## src/point_segment_closest_point_macros.svh

```systemverilog
// Assertion macros for the closest point block
`ifndef POINT_SEGMENT_CLOSEST_POINT_MACROS_SVH
`define POINT_SEGMENT_CLOSEST_POINT_MACROS_SVH
// Implication checked on every rising clock edge outside reset
`define PSCP_ASSERT_IMP(label, ante, cons) \
    label: assert property (@(posedge clk) disable iff (!rst_n) (ante) |-> (cons)) \
        else $error("assertion failed");
// Next-cycle implication checked outside reset
`define PSCP_ASSERT_NEXT(label, ante, cons) \
    label: assert property (@(posedge clk) disable iff (!rst_n) (ante) |=> (cons)) \
        else $error("assertion failed");
`endif

```

## src/pscp_pkg.sv

```systemverilog
// ----------------------------------------------------------------------------
// pscp_pkg
// Types, widths and codes shared by the closest point block.
// ----------------------------------------------------------------------------
package pscp_pkg;
    localparam int CoordBits = 32;
    localparam int FracBits  = 16;
    localparam int PosBits   = FracBits + 1;
    localparam int DistBits  = CoordBits + 1;
    localparam int DiffBits  = CoordBits + 1;      // B-A, P-A, P-N magnitudes fit in 33
    localparam int ProdBits  = 2 * DiffBits;       // 66
    localparam int SumBits   = ProdBits + 2;       // 68, sum of three products
    localparam int NumBits   = SumBits;
    localparam int QBits     = DiffBits;           // offset below |d|
    localparam int DivBits   = FracBits + DiffBits; // quotient bits produced per division
    localparam int SqBits    = SumBits;
    localparam int RootBits  = SqBits / 2;         // 34
    localparam int FifoDepth = 4;
    localparam int FifoAw    = $clog2(FifoDepth);

    localparam logic [1:0] CaseZero     = 2'd0;
    localparam logic [1:0] CaseClampA   = 2'd1;
    localparam logic [1:0] CaseClampB   = 2'd2;
    localparam logic [1:0] CaseInterior = 2'd3;

    typedef logic signed [CoordBits-1:0] coord_t;

    typedef struct packed {
        coord_t end_a_x; coord_t end_a_y; coord_t end_a_z;
        coord_t end_b_x; coord_t end_b_y; coord_t end_b_z;
        coord_t query_x; coord_t query_y; coord_t query_z;
    } seg_in_t;

    typedef struct packed {
        coord_t                near_x;
        coord_t                near_y;
        coord_t                near_z;
        logic [PosBits-1:0]    segment_position;
        logic [DistBits-1:0]   distance;
        logic [1:0]            case_code;
    } seg_out_t;

    // classified work item passed from front to back
    typedef struct packed {
        logic [1:0]              code;
        logic [2:0]              dneg;
        logic [3*DiffBits-1:0]   dmag;
        logic [NumBits-1:0]      num;
        logic [SumBits-1:0]      den;
        logic [3*CoordBits-1:0]  a;
        logic [3*CoordBits-1:0]  b;
        logic [3*CoordBits-1:0]  p;
    } work_t;

    // queue status: full holds the front, empty gates the back
    typedef struct packed {
        logic full;
        logic empty;
    } qstat_t;
endpackage

```

## src/pscp_queue.sv

```systemverilog
// ----------------------------------------------------------------------------
// pscp_queue
// Short queue of classified work items between front and back.
// ----------------------------------------------------------------------------
`include "point_segment_closest_point_macros.svh"
module pscp_queue
(
    input  logic                 clk,
    input  logic                 rst_n,
    input  logic                 push,
    input  pscp_pkg::work_t      push_data,
    input  logic                 pop,
    output pscp_pkg::work_t      pop_data,
    output pscp_pkg::qstat_t     stat
);
    localparam int A = pscp_pkg::FifoAw;

    pscp_pkg::work_t mem [pscp_pkg::FifoDepth];
    logic [A-1:0] wr_reg, rd_reg;
    logic [A:0]   cnt_reg;

    assign stat.full  = (cnt_reg == (A+1)'(pscp_pkg::FifoDepth));
    assign stat.empty = (cnt_reg == '0);
    assign pop_data   = mem[rd_reg];

    always_ff @(posedge clk)
    begin
        if (push)
            mem[wr_reg] <= push_data;
    end

    always_ff @(posedge clk or negedge rst_n)
    begin
        if (!rst_n)
        begin
            wr_reg  <= '0;
            rd_reg  <= '0;
            cnt_reg <= '0;
        end
        else
        begin
            if (push)
                wr_reg <= wr_reg + 1'b1;
            if (pop)
                rd_reg <= rd_reg + 1'b1;
            cnt_reg <= cnt_reg + (A+1)'(push) - (A+1)'(pop);
        end
    end

    `PSCP_ASSERT_IMP(no_overflow, push && !pop, !stat.full)
    `PSCP_ASSERT_IMP(no_underflow, pop, !stat.empty)
    `PSCP_ASSERT_NEXT(count_moves, push && !pop, cnt_reg == $past(cnt_reg) + 1'b1)
endmodule

```

## config.mk

```make
export PLATFORM = sky130hd
export DESIGN_NAME = pscp_queue
export DESIGN_NICKNAME = d
export VERILOG_FILES = /design/src/pscp_pkg.sv /design/src/pscp_queue.sv
export VERILOG_INCLUDE_DIRS = /design/src /design/src/src
export SDC_FILE = /design/constraint.sdc
export NUM_CORES = 1
export LEC_CHECK = 0
export BUFFER_PORTS_ARGS = -buffer_cell sky130_fd_sc_hd__clkbuf_2
export CAP_MARGIN = 25
export CORE_AREA = 2 2 408 410
export CTS_BUF_LIST = sky130_fd_sc_hd__clkbuf_16
export CTS_CLUSTER_DIAMETER = 30
export DETAILED_ROUTE_END_ITERATION = 8
export DIE_AREA = 0 0 410 412
export GPL_TIMING_DRIVEN = 0
export HOLD_SLACK_MARGIN = 0.06
export PLACE_DENSITY = 0.67
export REMOVE_ABC_BUFFERS = 1
export SLEW_MARGIN = 5
export SYNTH_ARGS = -nofsm -noshare
export SYNTH_HDL_FRONTEND = slang
export SYNTH_SLANG_ARGS = --single-unit
```

## constraint.sdc

```tcl
create_clock -name clk -period 14.98 [get_ports clk]
set_clock_uncertainty 0.1 [all_clocks]
set_input_delay 2.996 -clock clk [delete_from_list [all_inputs] [get_ports clk]]
set_output_delay 2.996 -clock clk [all_outputs]
set_load 0.01 [all_outputs]
```

==> impl_metrics.env <==
export IMPL_run_status="complete, no violations"
export IMPL_yosysWarnings=0
export IMPL_ys_types=19
export IMPL_ys_seq_area_share_pct=82.5
export IMPL_grt_pass1_vias=38300
export IMPL_combPwrFrac_pct=25.3
export IMPL_finalCritPeriodShare_pct=51.6
export IMPL_fillCellCount=11100
export IMPL_dp_hpwl_um=113000
export IMPL_p_leak_nw=34.9
export IMPL_syn_area_per_cell_sq_um=27.6
export IMPL_end_kind="primary output"
export IMPL_synth_area_sq_mm=0.0771
export IMPL_wl_per_cell_um=26.9
export IMPL_relSlewSlack_pct=45.5
export IMPL_synth_main_ff_cell="edfxtp_1"
export IMPL_wl_um=182000
export IMPL_dpl_cell_area_sq_mm=0.0857
export IMPL_viasPerCell=5.44
export IMPL_power_density_mw_per_mm2=227
export IMPL_cts_made_buffers=409
export IMPL_clk_latency_ns=0.96
export IMPL_sw_frac_of_total_pct=28.6
export IMPL_fin_crit_ns=7.72
export IMPL_rsz0062_at_grt="false"
export IMPL_chipHeight_um=412
export IMPL_core_rowCount=149
export IMPL_cts_resized=0
export IMPL_intPower_mw=16.1
export IMPL_dr_first_iter_drc_count=2982
export IMPL_grt_max_degree=57
export IMPL_path_max_fanout=39
export IMPL_drc=0
export IMPL_max_freq_mhz=129
export IMPL_synth_most_common_cell="edfxtp_1"
export IMPL_instances_no_fill=6762
export IMPL_yosysTopAreaCellShare_pct=82.2
export IMPL_crit_arrival_ns=4.63
export IMPL_final_area_sq_mm=0.0992
export IMPL_synthArstFlopShare_pct=0.330
export IMPL_synth_top_area_cell="edfxtp_1"
export IMPL_power_switching_mw=6.43
export IMPL_ir_drop_mv=0.173
export IMPL_clockRootBuffer="clkbuf_16"
export IMPL_largest_reg_flops=2112
export IMPL_ctsLongestPathBuffers=4
export IMPL_fin_total_pwr_mw=22.5
export IMPL_dp_cells=5995
export IMPL_cp_start_kind="register"
export IMPL_vias=36800
export IMPL_pwr_share_seq_pct=35.7
export IMPL_ys_top_cells_by_count="2112 x edfxtp_1, 528 x mux4_2, 54 x buf_12"
export IMPL_worst_slew_pin_transition_ns=0.817
export IMPL_hold_path_class="reg2reg"
export IMPL_clkTransAtPathRegs_ns=0.05
export IMPL_synth_edf_count=2112
export IMPL_nNetsFinal=4756
export IMPL_cap_violations=0
export IMPL_finalMaxSlewViolations=0
export IMPL_die_area_sq_mm=0.169
export IMPL_routabilityCongestion=0.776
export IMPL_grt_pass1_wl_um=260000
export IMPL_post_cts_buffers=0
export IMPL_yosys_register_bits=2119
export IMPL_power_share_clock_pct=39.0
export IMPL_finalSetupViolations=0
export IMPL_final_hold_viol_count=0
export IMPL_gr_usage_all_layers_pct=21.2
export IMPL_drt_pass1_iter_count=6
export IMPL_detail_route_antenna_nets=0
export IMPL_syn_inst=2792
export IMPL_start_util_pct=47.0
export IMPL_crit_type="reg2out"
export IMPL_io_pins=1062
export IMPL_grt_overflow_total=0
export IMPL_antenna_found_initial=67
export IMPL_postCtsHoldBufs=0
export IMPL_critPathRequiredTime_ns=11.88
export IMPL_cts_tree="built"
export IMPL_htreeDepth=5
export IMPL_synthTopCellsByArea="edfxtp_1 82%, mux4_2 15%, buf_12 1.4%"
export IMPL_drive_gt1_share_pct=50.7
export IMPL_die_w_um=410
export IMPL_clock_sinks=2119
export IMPL_syn2layout_area_growth_pct=28.7
export IMPL_design_core_area_sq_mm=0.164
export IMPL_port_buffers=1061
stage by stage:
step	worst slack, ns	hold slack, ns	setup TNS, ns	utilization (%)
2_1_floorplan	-9.34	0.391	-6804.18	-
3_3_place_gp	-19.97	0.418	-	51.0
3_5_place_dp	8.01	0.467	0	52.2
4_1_cts	7.00	0.514	0	60.4
5_1_grt	6.86	0.535	0	60.4
6_report	7.26	0.488	0	60.4
power by group through the flow:
stage	clock [mW]	combinational, mW	sequential [mW]
finish	8.77	5.70	8.02
global route	9.19	6.02	8.10
CTS	8.90	5.82	8.04
detailed placement	0	5.76	8.11
global placement	0	6.06	9.83
floorplan	0	4.20	9.13
layout by cell type (no fill, tap or decap), types with 34 or more instances in the layout:
cell / instances
clkinv_1: 50
edfxtp_1: 2112
bufinv_16: 50
buf_16: 65
clkbuf_16: 414
diode_2: 34
clkbuf_2: 1061
inv_1: 55
mux4_2: 528
clkinv_2: 70
clkinvlp_4: 39
critical path, stage by stage, from the launching register on:
cell	delay [ns]
dfrtp_4	0.85
buf_16	0.34
buf_16	0.31
buf_16	0.33
buf_12	0.27
buf_16	0.31
buf_16	0.32
mux4_2	0.66
clkbuf_2	0.17
logic make-up (layout without fill, tap and decap cells):
kind of cell / Yosys count / count (layout) / synth area share [%]
AO/OA/AOI/OAI: 1 / 1 / 0.00648
flip-flops: 2119 / 2119 / 82.5
adder cells (fa/ha/maj): 7 / 7 / 0.123
other: 0 / 34 / 0
buffers and inverters: 124 / 1871 / 1.87
multiplexers: 528 / 528 / 15.4
XOR/XNOR: 5 / 5 / 0.0568
AND/OR/NAND/NOR: 8 / 8 / 0.0568
path summary, 6_finish.rpt:
check / cells after the start / startpoint / slack [ns] / endpoint
hold / removal: 1 / wr_reg[0] / 0.49 / wr_reg[0]
max in group asynchronous: 1 / rst_n / 12.72 / rd_reg[1]
setup / recovery: 8 / rd_reg[0] / 7.26 / pop_data[313]
setup reg to reg: 9 / wr_reg[1] / 11.48 / mem[1][75]
hold reg to reg: 1 / wr_reg[0] / 0.49 / wr_reg[0]
min in group asynchronous: 1 / rst_n / 1.78 / cnt_reg[1]
cell type report:
| class | count | area [sq um] | area share, % |
|---|---|---|---|
| clock buffers | 414 | 10400 | 10.4 |
| diodes | 34 | 85.1 | 0.0858 |
| repair buffers | 1132 | 7220 | 7.28 |
| inverters | 6 | 22.5 | 0.0227 |
| flip-flops and latches | 2119 | 63600 | 64.1 |
| well taps | 2189 | 2740 | 2.76 |
| clock inverters | 319 | 3100 | 3.12 |
| multi-input cells | 549 | 12100 | 12.2 |
layer usage:
metal / track usage, % / share of wire [%] / vias up
met2: 34.5 / 51 / 1629
met3: 9.36 / 11 / 429
met5: 0 / 0.24 / -
met1: 24.3 / 35 / 19300
met4: 9.69 / 3.8 / 66
li1: - / - / 15400
Power figures use the tool's default switching activity.
